$ cat src/sv/lcd4_pkg.sv
// Package: codes and constants for the 4-bit character LCD interface.
package lcd4_pkg;

  // Widths of the configuration port and the fields
  localparam int unsigned CFG_W       = 16;
  localparam int unsigned CFG_IDX_W   = 3;
  localparam int unsigned CMD_W       = 2;
  localparam int unsigned BYTE_W      = 8;
  localparam int unsigned NIB_W       = 4;
  localparam int unsigned S_TDATA_W   = 8;
  localparam int unsigned M_TDATA_W   = 8;

  // Configuration register indexes
  localparam logic [CFG_IDX_W-1:0] REG_POWER_UP_WAIT    = 3'd0;
  localparam logic [CFG_IDX_W-1:0] REG_FIRST_RETRY_WAIT = 3'd1;
  localparam logic [CFG_IDX_W-1:0] REG_RETRY_WAIT       = 3'd2;
  localparam logic [CFG_IDX_W-1:0] REG_ENABLE_WIDTH     = 3'd3;
  localparam logic [CFG_IDX_W-1:0] REG_SHORT_SETTLE     = 3'd4;
  localparam logic [CFG_IDX_W-1:0] REG_LONG_SETTLE      = 3'd5;

  // Configuration reset values (microseconds)
  localparam logic [CFG_W-1:0] RST_POWER_UP_WAIT    = 16'd30000;
  localparam logic [CFG_W-1:0] RST_FIRST_RETRY_WAIT = 16'd5000;
  localparam logic [CFG_W-1:0] RST_RETRY_WAIT       = 16'd150;
  localparam logic [CFG_W-1:0] RST_ENABLE_WIDTH     = 16'd50;
  localparam logic [CFG_W-1:0] RST_SHORT_SETTLE     = 16'd50;
  localparam logic [CFG_W-1:0] RST_LONG_SETTLE      = 16'd2000;

  // Request kinds
  localparam logic [CMD_W-1:0] CMD_TICK  = 2'd0;
  localparam logic [CMD_W-1:0] CMD_INSTR = 2'd1;
  localparam logic [CMD_W-1:0] CMD_DATA  = 2'd2;

  // Power-up nibbles and instruction bytes
  localparam logic [NIB_W-1:0]  NIB_WAKE     = 4'h3;
  localparam logic [NIB_W-1:0]  NIB_FOUR_BIT = 4'h2;
  localparam logic [BYTE_W-1:0] INS_FUNC_SET = 8'h28;
  localparam logic [BYTE_W-1:0] INS_DISP_ON  = 8'h0C;
  localparam logic [BYTE_W-1:0] INS_ENTRY    = 8'h06;
  localparam logic [BYTE_W-1:0] INS_CLEAR    = 8'h01;
  localparam logic [BYTE_W-1:0] LONG_LIMIT   = 8'h04;

endpackage

$ cat src/sv/char_lcd_4bit_interface.sv
// Top level: 4-bit character LCD sequencer with power-up sequence and byte sender.
//
//  channel  | signals                         | payload
//  ---------+---------------------------------+------------------------------------
//  s_axis   | s_tvalid s_tready s_tdata s_tuser | byte_value, command (tick/instr/data)
//  m_axis   | m_tvalid m_tready m_tdata m_tuser | line levels and status, register_select
//  cfg      | cfg_we cfg_index cfg_data       | six 16-bit timing registers
//
// One request per clock cycle while s_tready is high; its result is registered in the output register.
// The sequencer step, wait counter and line levels update in a single pass of logic
// (one 17-bit increment and compare against the phase length) on each request.
// s_tready drops only while a result is held in the output register by m_tready low.
// Reset (rst, synchronous) restores the timing registers and starts the power-up wait.
module char_lcd_4bit_interface
  import lcd4_pkg::*;
(
  input  logic                 clk,
  input  logic                 rst,
  // input requests
  input  logic                 s_tvalid,
  output logic                 s_tready,
  input  logic [S_TDATA_W-1:0] s_tdata,   // [7:0] byte_value
  input  logic [CMD_W-1:0]     s_tuser,   // [1:0] command
  // results
  output logic                 m_tvalid,
  input  logic                 m_tready,
  output logic [M_TDATA_W-1:0] m_tdata,   // [3:0] data_nibble, [4] read_write, [5] enable,
                                          // [6] busy_res, [7] rejected
  output logic                 m_tuser,   // [0] register_select
  // configuration
  input  logic                 cfg_we,
  input  logic [CFG_IDX_W-1:0] cfg_index,
  input  logic [CFG_W-1:0]     cfg_data
);

  typedef enum logic [4:0] {
    ST_POWER    = 5'd0,
    ST_W0_EH    = 5'd1,
    ST_W0_EL    = 5'd2,
    ST_W0_WT    = 5'd3,
    ST_W1_EH    = 5'd4,
    ST_W1_EL    = 5'd5,
    ST_W1_WT    = 5'd6,
    ST_W2_EH    = 5'd7,
    ST_W2_EL    = 5'd8,
    ST_W2_WT    = 5'd9,
    ST_W3_EH    = 5'd10,
    ST_W3_EL    = 5'd11,
    ST_W3_WT    = 5'd12,
    ST_IB_EH    = 5'd13,
    ST_IB_EL    = 5'd14,
    ST_IB_SETTLE = 5'd15,
    ST_CLR_WAIT = 5'd16,
    ST_IDLE     = 5'd17,
    ST_UB_EH    = 5'd18,
    ST_UB_EL    = 5'd19,
    ST_UB_SETTLE = 5'd20
  } step_t;

  // Timing registers
  logic [CFG_W-1:0] power_up_wait, first_retry_wait, retry_wait;
  logic [CFG_W-1:0] enable_width, short_settle, long_settle;

  // Sequencer state
  step_t              step, step_next;
  logic [CFG_W-1:0]   wait_cnt, wait_cnt_next;
  logic [BYTE_W-1:0]  held_byte, held_byte_next;
  logic               held_sel, held_sel_next;
  logic               low_half, low_half_next;
  logic               enable_level, enable_level_next;
  logic [NIB_W-1:0]   nibble, nibble_next;
  logic               rejected_next;

  logic               s_acc;
  logic [CMD_W-1:0]   cmd;
  logic [BYTE_W-1:0]  val;
  logic               idle;
  logic [CFG_W-1:0]   phase_len;
  logic [CFG_W:0]     elapsed;
  logic [CFG_W-1:0]   settle_len;

  assign s_tready = !m_tvalid || m_tready;
  assign s_acc    = s_tvalid && s_tready;
  assign cmd      = s_tuser;
  assign val      = s_tdata[BYTE_W-1:0];
  assign idle     = (step == ST_IDLE);
  assign elapsed  = {1'b0, wait_cnt} + {{CFG_W{1'b0}}, 1'b1};

  // Settle after a byte: long for instructions below 4
  assign settle_len = (!held_sel && held_byte < LONG_LIMIT) ? long_settle : short_settle;

  // Length of the current phase
  always_comb begin
    case (step)
      ST_POWER: phase_len = power_up_wait;
      ST_W0_EH, ST_W0_EL, ST_W1_EH, ST_W1_EL, ST_W2_EH, ST_W2_EL, ST_W3_EH, ST_W3_EL,
      ST_IB_EH, ST_IB_EL, ST_UB_EH, ST_UB_EL: phase_len = enable_width;
      ST_W0_WT: phase_len = first_retry_wait;
      ST_W1_WT, ST_W2_WT, ST_W3_WT: phase_len = retry_wait;
      ST_IB_SETTLE, ST_UB_SETTLE: phase_len = settle_len;
      ST_CLR_WAIT: phase_len = long_settle;
      default: phase_len = '0;
    endcase
  end

  // Next state for one request
  always_comb begin
    step_next         = step;
    wait_cnt_next     = wait_cnt;
    held_byte_next    = held_byte;
    held_sel_next     = held_sel;
    low_half_next     = low_half;
    enable_level_next = enable_level;
    nibble_next       = nibble;
    rejected_next     = 1'b0;
    case (cmd)
      CMD_TICK: begin
        if (!idle) begin
          if (elapsed >= {1'b0, phase_len}) begin
            wait_cnt_next = '0;
            case (step)
              ST_POWER: begin
                nibble_next       = NIB_WAKE;
                enable_level_next = 1'b1;
                step_next         = ST_W0_EH;
              end
              ST_W0_EH, ST_W1_EH, ST_W2_EH, ST_W3_EH: begin
                enable_level_next = 1'b0;
                step_next         = step_t'(step + 5'd1);
              end
              ST_W0_EL, ST_W1_EL, ST_W2_EL, ST_W3_EL: begin
                step_next = step_t'(step + 5'd1);
              end
              ST_W0_WT, ST_W1_WT: begin
                nibble_next       = NIB_WAKE;
                enable_level_next = 1'b1;
                step_next         = step_t'(step + 5'd1);
              end
              ST_W2_WT: begin
                nibble_next       = NIB_FOUR_BIT;
                enable_level_next = 1'b1;
                step_next         = ST_W3_EH;
              end
              ST_W3_WT: begin
                held_byte_next    = INS_FUNC_SET;
                held_sel_next     = 1'b0;
                low_half_next     = 1'b0;
                nibble_next       = INS_FUNC_SET[7:4];
                enable_level_next = 1'b1;
                step_next         = ST_IB_EH;
              end
              ST_IB_EH, ST_UB_EH: begin
                enable_level_next = 1'b0;
                step_next         = step_t'(step + 5'd1);
              end
              ST_IB_EL, ST_UB_EL: begin
                if (!low_half) begin
                  low_half_next     = 1'b1;
                  nibble_next       = held_byte[NIB_W-1:0];
                  enable_level_next = 1'b1;
                  step_next         = step_t'(step - 5'd1);
                end else begin
                  step_next = step_t'(step + 5'd1);
                end
              end
              ST_IB_SETTLE: begin
                // walk the power-up instruction list, then the clear wait
                if (held_byte == INS_FUNC_SET || held_byte == INS_DISP_ON ||
                    held_byte == INS_ENTRY) begin
                  if (held_byte == INS_FUNC_SET) held_byte_next = INS_DISP_ON;
                  else if (held_byte == INS_DISP_ON) held_byte_next = INS_ENTRY;
                  else held_byte_next = INS_CLEAR;
                  held_sel_next     = 1'b0;
                  low_half_next     = 1'b0;
                  enable_level_next = 1'b1;
                  step_next         = ST_IB_EH;
                  nibble_next       = (held_byte == INS_FUNC_SET) ? INS_DISP_ON[7:4] :
                                      (held_byte == INS_DISP_ON)  ? INS_ENTRY[7:4]   :
                                                                    INS_CLEAR[7:4];
                end else begin
                  step_next = ST_CLR_WAIT;
                end
              end
              default: step_next = ST_IDLE;
            endcase
          end else begin
            wait_cnt_next = elapsed[CFG_W-1:0];
          end
        end
      end
      CMD_INSTR, CMD_DATA: begin
        if (idle) begin
          wait_cnt_next     = '0;
          held_byte_next    = val;
          held_sel_next     = (cmd == CMD_DATA);
          low_half_next     = 1'b0;
          nibble_next       = val[BYTE_W-1:NIB_W];
          enable_level_next = 1'b1;
          step_next         = ST_UB_EH;
        end else begin
          rejected_next = 1'b1;
        end
      end
      default: ;
    endcase
  end

  // Timing registers
  always_ff @(posedge clk) begin
    if (rst) begin
      power_up_wait    <= RST_POWER_UP_WAIT;
      first_retry_wait <= RST_FIRST_RETRY_WAIT;
      retry_wait       <= RST_RETRY_WAIT;
      enable_width     <= RST_ENABLE_WIDTH;
      short_settle     <= RST_SHORT_SETTLE;
      long_settle      <= RST_LONG_SETTLE;
    end else if (cfg_we) begin
      case (cfg_index)
        REG_POWER_UP_WAIT:    power_up_wait    <= cfg_data;
        REG_FIRST_RETRY_WAIT: first_retry_wait <= cfg_data;
        REG_RETRY_WAIT:       retry_wait       <= cfg_data;
        REG_ENABLE_WIDTH:     enable_width     <= cfg_data;
        REG_SHORT_SETTLE:     short_settle     <= cfg_data;
        REG_LONG_SETTLE:      long_settle      <= cfg_data;
        default: ;
      endcase
    end
  end

  // Sequencer state and result register
  always_ff @(posedge clk) begin
    if (rst) begin
      step         <= ST_POWER;
      wait_cnt     <= '0;
      held_byte    <= '0;
      held_sel     <= 1'b0;
      low_half     <= 1'b0;
      enable_level <= 1'b0;
      nibble       <= '0;
      m_tvalid     <= 1'b0;
      m_tdata      <= '0;
      m_tuser      <= 1'b0;
    end else begin
      if (s_acc) begin
        step         <= step_next;
        wait_cnt     <= wait_cnt_next;
        held_byte    <= held_byte_next;
        held_sel     <= held_sel_next;
        low_half     <= low_half_next;
        enable_level <= enable_level_next;
        nibble       <= nibble_next;
        m_tvalid     <= 1'b1;
        m_tdata      <= {rejected_next, (step_next != ST_IDLE), enable_level_next, 1'b0,
                         nibble_next};
        m_tuser      <= held_sel_next;
      end else if (m_tready) begin
        m_tvalid <= 1'b0;
      end
    end
  end

  // Checks
  a_rst_start: assert property (@(posedge clk) rst |=> (step == ST_POWER) && !m_tvalid)
    else $error("reset did not restart the power-up wait");

  a_rej_busy: assert property (@(posedge clk) disable iff (rst)
    (m_tvalid && m_tdata[7]) |-> m_tdata[6])
    else $error("request dropped while not busy");

  a_req_start: assert property (@(posedge clk) disable iff (rst)
    (s_acc && idle && (cmd == CMD_INSTR || cmd == CMD_DATA))
      |=> m_tvalid && m_tdata[5] && m_tdata[6] && !m_tdata[7] && (step == ST_UB_EH))
    else $error("accepted byte request did not raise enable");

  a_idle_low: assert property (@(posedge clk) disable iff (rst)
    idle |-> !enable_level && (wait_cnt == '0))
    else $error("enable high or counter running while idle");

endmodule

$ cat config.mk
export PLATFORM = sky130hd
export DESIGN_NAME = char_lcd_4bit_interface
export DESIGN_NICKNAME = d
export VERILOG_FILES = /design/src/sv/lcd4_pkg.sv /design/src/sv/char_lcd_4bit_interface.sv
export SDC_FILE = /design/constraint.sdc
export NUM_CORES = 1
export LEC_CHECK = 0
export BUFFER_PORTS_ARGS = -buffer_cell sky130_fd_sc_hd__clkbuf_2
export CAP_MARGIN = 5
export CORE_UTILIZATION = 55
export DETAILED_ROUTE_END_ITERATION = 7
export HOLD_SLACK_MARGIN = 0.03
export PLACE_DENSITY = 0.85
export SLEW_MARGIN = 5
export SYNTH_ARGS = -nofsm -noshare
export SYNTH_HDL_FRONTEND = slang
export SYNTH_SLANG_ARGS = --single-unit
$ cat constraint.sdc
create_clock -name clk -period 11.2 [get_ports clk]
set_input_delay 2.24 -clock clk [delete_from_list [all_inputs] [get_ports clk]]
set_output_delay 2.24 -clock clk [all_outputs]
set_load 0.02 [all_outputs]
==> results of run 1 <==
[routing by layer]
layer  share of wire, %  track usage, %  routed length, µm  vias up
met1                 45            39.3               8100     3197
li1                   -               -                  -     3314
met2                 45            39.3               8000      279
met3                8.8            6.90               1590       23
met4                1.5            9.23                269        0
met5                  0               0                  0        -
[worst register-to-register path, stage by stage (launching register included)]
cell	delay, ns
dfxtp_1	0.45
ha_1	0.46
nand2_1	0.16
nor3_2	0.87
a222oi_1	0.27
nand2_1	0.17
a221oi_1	0.06
ha_1	0.35
a21oi_1	0.18
o221ai_1	0.18
a32oi_1	0.30
nand3_2	0.34
nor3_2	0.86
a22oi_1	0.16
nor2_1	0.15
[final timing paths]
path	cells past startpoint	end	startpoint	slack, ns
worst max register to register	14	wait_cnt[1]$_SDFFE_PP0P_	step[1]$_SDFFE_PP0P_	6.14
worst min register to register	2	enable_width[10]$_SDFFE_PP0P_	enable_width[10]$_SDFFE_PP0P_	0.45
worst max-delay path	14	wait_cnt[1]$_SDFFE_PP0P_	step[1]$_SDFFE_PP0P_	6.14
worst min-delay path	2	enable_width[10]$_SDFFE_PP0P_	enable_width[10]$_SDFFE_PP0P_	0.45
[cells in the mapped netlist (5+ instances only)]
master and n:
a211oi_1 9, a21oi_1 98, a221oi_1 19, a222oi_1 16, a22oi_1 14, a311oi_1 5
a32oi_1 5, and2_1 5, and3_1 8, buf_2 12, clkbuf_1 44, dfxtp_1 135
ha_1 26, inv_1 15, nand2_1 279, nand2b_1 10, nand3_1 23, nand3b_1 31
nand4_1 9, nor2_1 54, nor2b_1 5, nor3_1 9, o211ai_1 5, o21ai_0 8
xnor2_1 10, xor2_1 8
[cells by family after synthesis]
logic type | count (synthesis) | synth area share (%)
AOI/OAI and AO/OA | 214 | 20.3
other | 1 | 0.0527
DFF | 135 | 38.0
buffers and inverters | 79 | 4.75
muxes | 7 | 1.04
and+or+nand+nor | 457 | 29.2
adders and majority gates | 26 | 4.57
xor gates and xnor gates | 18 | 2.21
[sequential cells by signal, indices dropped and copies added, names as in the netlist, 2 cells and up, named ones only]
name / cells
m_tdata: 2
wait_cnt: 16
step: 5
enable_width: 16
short_settle: 16
held_byte: 8
first_retry_wait: 16
power_up_wait: 16
long_settle: 16
retry_wait: 16
[power groups by stage]
stage | Sequential [mW] | Combinational [mW] | Clock (mW)
final | 0.504 | 0.151 | 0.534
after global routing | 0.505 | 0.166 | 0.556
after CTS | 0.504 | 0.148 | 0.536
after detailed placement | 0.514 | 0.146 | 0
after global placement | 0.514 | 0.144 | 0
after floorplan | 0.510 | 0.109 | 0
[area by class of cell]
cell class / count / area [µm²] / area share [%]
multi-input combinational: 723 / 4100 / 52.0
inverter: 15 / 56.3 / 0.715
clock buffer: 19 / 443 / 5.62
clock inverter: 12 / 118 / 1.49
timing repair buffer: 47 / 248 / 3.14
tap: 172 / 215 / 2.73
sequential: 135 / 2700 / 34.3
==> impl_metrics.csv, run 1 <==
group,metric,value,unit
sta,final_max_slew_viol_count,0,
place,dpl.cell_count,1092,
logic_synthesis,synthTopCellsByArea,"dfxtp_1 38%, nand2_1 15%, a21oi_1 6.9%",
clock_network,cts_made_buffers,17,
clock_network,h-tree-depth,4,
finish,fin_area,7880,µm²
route,drt_drc_violations_left,0,
logic_synthesis,yosysTopAreaCell,"dfxtp_1",
clock_network,cts_tree,"yes",
pwr,p_per_area,151,nW/µm²
run_status,status,"finished clean",
critical_path,cpPeakStageDelay,0.87,ns
sta,fin_tns_setup,0,ns
clock_network,clock_insertion_delay_worst_skew,0.43,ns
pwr,irDropWorstVdd,0.127,mV
sta,rsz0062_at_grt,"false",
hold_path,hold_class,"reg2reg",
logic_synthesis,syn-cell-area,7120,µm²
grt,grt_pass1_wl,28500,µm
finish,layout.nets,999,
logic_synthesis,ys_seq_area_share,38.0,%
route,initialDrtViolationCount,936,
finish,antenna_cells,0,
route,via_count,6813,
finish,area_growth,10.7,%
critical_path,arrival,5.40,ns
logic_synthesis,synth.top_cell.area_share,38.0,%
clock_network,cts_hold_buf,0,
die,core,12600,µm²
sta,fmax,0.198,GHz
route,wl_per_cell,16.0,µm
sta,fin_crit_sh,45.2,%
run,max_cap_viol_count,0,
die,die-area,13400,µm²
die,rows,41,
critical_path,critPathBufInv,0,
sta,hold_viol,0,
critical_path,worstSetupPathType,"reg2reg",
pwr,p_clk_share,44.9,%
critical_path,cp.required,11.55,ns
place,hpwl,11600,µm
logic_synthesis,synth-edff-count,0,
sta,hold-worst-slack,0.454,ns
logic_synthesis,avgSynthCellArea,7.60,µm²
finish,nFillCells,1077,
die,die_h,116,µm
critical_path,path_cells,"ha_1, nand2_1, nor3_2, a222oi_1, nand2_1, a221oi_1, ha_1, a21oi_1, o221ai_1, a32oi_1, nand3_2, nor3_2, a22oi_1, nor2_1",
finish,utilization,62.4,%
clock_network,cts_resized,0,
logic_synthesis,ys.flop_type,"dfxtp_1",
finish,drive_above_1_share,9.99,%
pwr,leakage,3.03,nW
critical_path,setup.worst_path.start_class,"flip-flop",
critical_path,cp-end-kind,"flip-flop",
critical_path,crit_path_top_delay_cell,"nor3_2",
pwr,sw_frac_of_total,27.8,%
pwr,p_total,1.19,mW
pwr,intPower,859,µW
critical_path,critPathTopFamily,"simple AND/OR/NAND/NOR gates",
die,io_pins,45,
clock_network,clock_path_buffers,2,
sta,skew,0.0105,ns
pwr,seq_power_share,42.4,%
sta,fin_ws,6.14,ns
place,placed_cell_area,7320,µm²
logic_synthesis,yosysUniqueCellTypes,69,
sta,worstMarginPinSlew,1.17,ns
place,place.gp.congestion,0.918,
route,routed_wl,18000,µm
logic_synthesis,synthArstFlopShare,0,%
logic_synthesis,yosys_warnings,0,
grt,grt_pass1_vias,5857,
place,port_buffers,43,
clock_network,cts_sinks,135,
finish,final_cell_mix,"279 x nand2_1, 135 x dfxtp_1, 98 x a21oi_1",
sta,slew_headroom,22.1,%
pwr,p_sw,330,µW
finish,final_common_cell,"nand2_1",
pwr,combPwrFrac,12.7,%
clock_network,cts_setup_buffers,0,
grt,grt_antenna_before_repair,0,
grt,grt_usage,27.2,%
sta,period_minus_slack,5.06,ns
logic_synthesis,synth_fp_nets,997,
route,drtPass1Iterations,6,
route,vias_per_cell,6.07,
route,ant_nets,0,
grt,grt_max_degree,123,
die,die_w,116,µm
sta,setup_violations,0,
grt,overflow,0,
clock_network,cts.clk_slew.worst_paths,0.06,ns
die,initial_core_util,56.4,%
logic_synthesis,ys_ff_latch,135,
finish,final-instance-count-excl-fill,1123,
clock_network,root_buffer,"clkbuf_16",
place,dp_slack,6.22,ns
logic_synthesis,netlist_instances,937,
critical_path,crit_path_max_fanout,18,
Note: power is estimated with default switching activity, not from simulation.
==> inputs of run 2 (changes only) <==
Settings changed: PLACE_DENSITY 0.85 to 0.88.
Clock period 11.2 ns to 4.2 ns, I/O delays scaled along.
==> impl_metrics.csv, run 2 (synthesis gave the netlist of run 1 again) <==
group,metric,value,unit
run_status,status,"finished clean",
finish,layout.nets,1035,
clock_network,cts.clk_slew.worst_paths,0.06,ns
place,port_buffers,43,
sta,fin_tns_setup,0,ns
critical_path,setup.worst_path.start_class,"flip-flop",
sta,period_minus_slack,4.17,ns
grt,grt_antenna_before_repair,0,
hold_path,min_path_cells,2,
hold_path,hold_class,"reg2reg",
critical_path,path_cells,"nor3_1, nand3_2, and2_1, a21boi_1, buf_12, a222oi_1, nand2_1, a221oi_1, ha_1, nand4_1, o221ai_1, a32oi_1, nand3_2, or4_1, and4_1, a211oi_1",
critical_path,cpPeakStageDelay,0.52,ns
clock_network,clock_path_buffers,2,
critical_path,arrival,4.52,ns
die,die_w,116,µm
critical_path,critPathTopFamily,"simple AND/OR/NAND/NOR gates",
clock_network,root_buffer,"clkbuf_16",
sta,hold_viol,0,
sta,final_max_slew_viol_count,0,
finish,drive_above_1_share,15.8,%
grt,overflow,0,
route,drt_drc_violations_left,0,
critical_path,r2r_slack,0.03,ns
critical_path,critPathBufInv,1,
grt,grt_pass1_wl,30900,µm
critical_path,worst-r2r-cell-count,16,
die,core,12600,µm²
route,routed_wl,20200,µm
clock_network,cts_made_buffers,17,
finish,final_common_cell,"nand2_1",
grt,grt_pass1_vias,6422,
critical_path,cp-end-kind,"flip-flop",
sta,fmax,0.240,GHz
critical_path,crit_path_max_fanout,16,
place,placed_cell_area,7560,µm²
die,initial_core_util,56.4,%
route,via_count,7214,
clock_network,clock_insertion_delay_worst_skew,0.44,ns
pwr,leakage,3.25,nW
sta,setup_violations,0,
grt,grt_usage,29.7,%
route,initialDrtViolationCount,1020,
hold_path,min_to,"power_up_wait[2]$_SDFFE_PP0P_",
clock_network,cts_sinks,135,
die,die-area,13400,µm²
clock_network,cts_hold_buf,0,
clock_network,h-tree-depth,4,
finish,fin_area,8290,µm²
pwr,p_per_area,393,nW/µm²
run,max_cap_viol_count,0,
route,ant_nets,0,
die,die_h,116,µm
die,rows,41,
finish,area_growth,16.5,%
die,io_pins,45,
clock_network,cts_tree,"yes",
route,drtPass1Iterations,7,
place,place.gp.congestion,0.902,
grt,grt_max_degree,56,
sta,fin_crit_sh,99.4,%
route,vias_per_cell,6.22,
place,hpwl,12600,µm
critical_path,worstSetupPathType,"reg2reg",
sta,slew_headroom,48.5,%
critical_path,cpMostUsedCell,"nand3_2",
critical_path,crit_path_top_delay_cell,"or4_1",
hold_path,worstHoldStart,"power_up_wait[2]$_SDFFE_PP0P_",
finish,antenna_cells,0,
critical_path,cp.required,4.55,ns
route,wl_per_cell,17.4,µm
sta,worstMarginPinSlew,0.770,ns
critical_path,reg2reg_from,"held_byte[7]$_SDFFE_PP0P_",
finish,final_cell_mix,"279 x nand2_1, 133 x dfxtp_1, 97 x a21oi_1",
critical_path,r2r-end,"step[4]$_SDFFE_PP0P_",
sta,skew,0.00820,ns
pwr,irDropWorstVdd,0.289,mV
-- run 2: timing repair --
action	4_1_cts	5_1_grt
resized for setup	4	23
setup buffers	0	4
pin swaps	0	8
endpoints found under the hold margin	0	0
cloned	0	1
setup endpoints to repair	9	37
-- run 2: report_power, final --
part	internal [mW]	leakage (nW)	switching, mW	total (mW)
Clock	0.834	0.267	0.609	1.44
Sequential	1.31	1.10	0.0251	1.34
Combinational	0.176	1.88	0.298	0.475
-- run 2: final cells by class --
class                           count  area [µm²]
Clock buffer                       19         443
Clock inverter                     13         119
Fill cell                        1000        4330
Inverter                           15        56.3
Multi-Input combinational cell    724        4230
Sequential cell                   135        2710
Tap cell                          172         215
Timing Repair Buffer               82         523
-- run 2: worst min-delay path, stage by stage (launching register included) --
cell	delay (ns)
dfxtp_1	0.31
nand2_1	0.05
a21oi_1	0.05
-- run 2: routing by layer --
layer | vias up | global-route usage [%] | wire [µm]
met1 | 3349 | 38.9 | 8580
li1 | 3386 | - | -
met2 | 403 | 46.2 | 9210
met3 | 76 | 7.79 | 1830
met5 | - | 0 | 0
met4 | 0 | 12.6 | 575
-- run 2: through the flow --
step           power (mW)  utilization, %  hold slack [ns]  std cells  setup WS, ns
3_3_place_gp         1.78            59.9            0.441       1123         0.141
3_5_place_dp         1.79            59.9            0.447       1123       -0.0152
4_1_cts              3.21            64.5            0.455       1155        0.0215
2_1_floorplan        1.65               -            0.436        937         0.372
6_report             3.26            65.7            0.458       1160        0.0269
5_1_grt              3.36            65.7            0.476       1160        -0.143
-- run 2: worst max path at each step --
| stage | depth (start not counted) | slack [ns] | end | from |
|---|---|---|---|---|
| detailed placement | 17 | -0.02 | held_byte[3]$_SDFFE_PP0P_ | step[0]$_SDFFE_PP0P_ |
| global route | 16 | -0.14 | step[4]$_SDFFE_PP0P_ | held_byte[7]$_SDFFE_PP0P_ |
| finish | 16 | 0.03 | step[4]$_SDFFE_PP0P_ | held_byte[7]$_SDFFE_PP0P_ |
| global placement | 18 | 0.14 | m_tdata[6]$_SDFFE_PP0P_ | step[0]$_SDFFE_PP0P_ |
| CTS | 18 | 0.02 | m_tdata[6]$_SDFFE_PP0P_ | step[0]$_SDFFE_PP0P_ |
| floorplan | 16 | 0.37 | step[4]$_SDFFE_PP0P_ | step[1]$_SDFFE_PP0P_ |
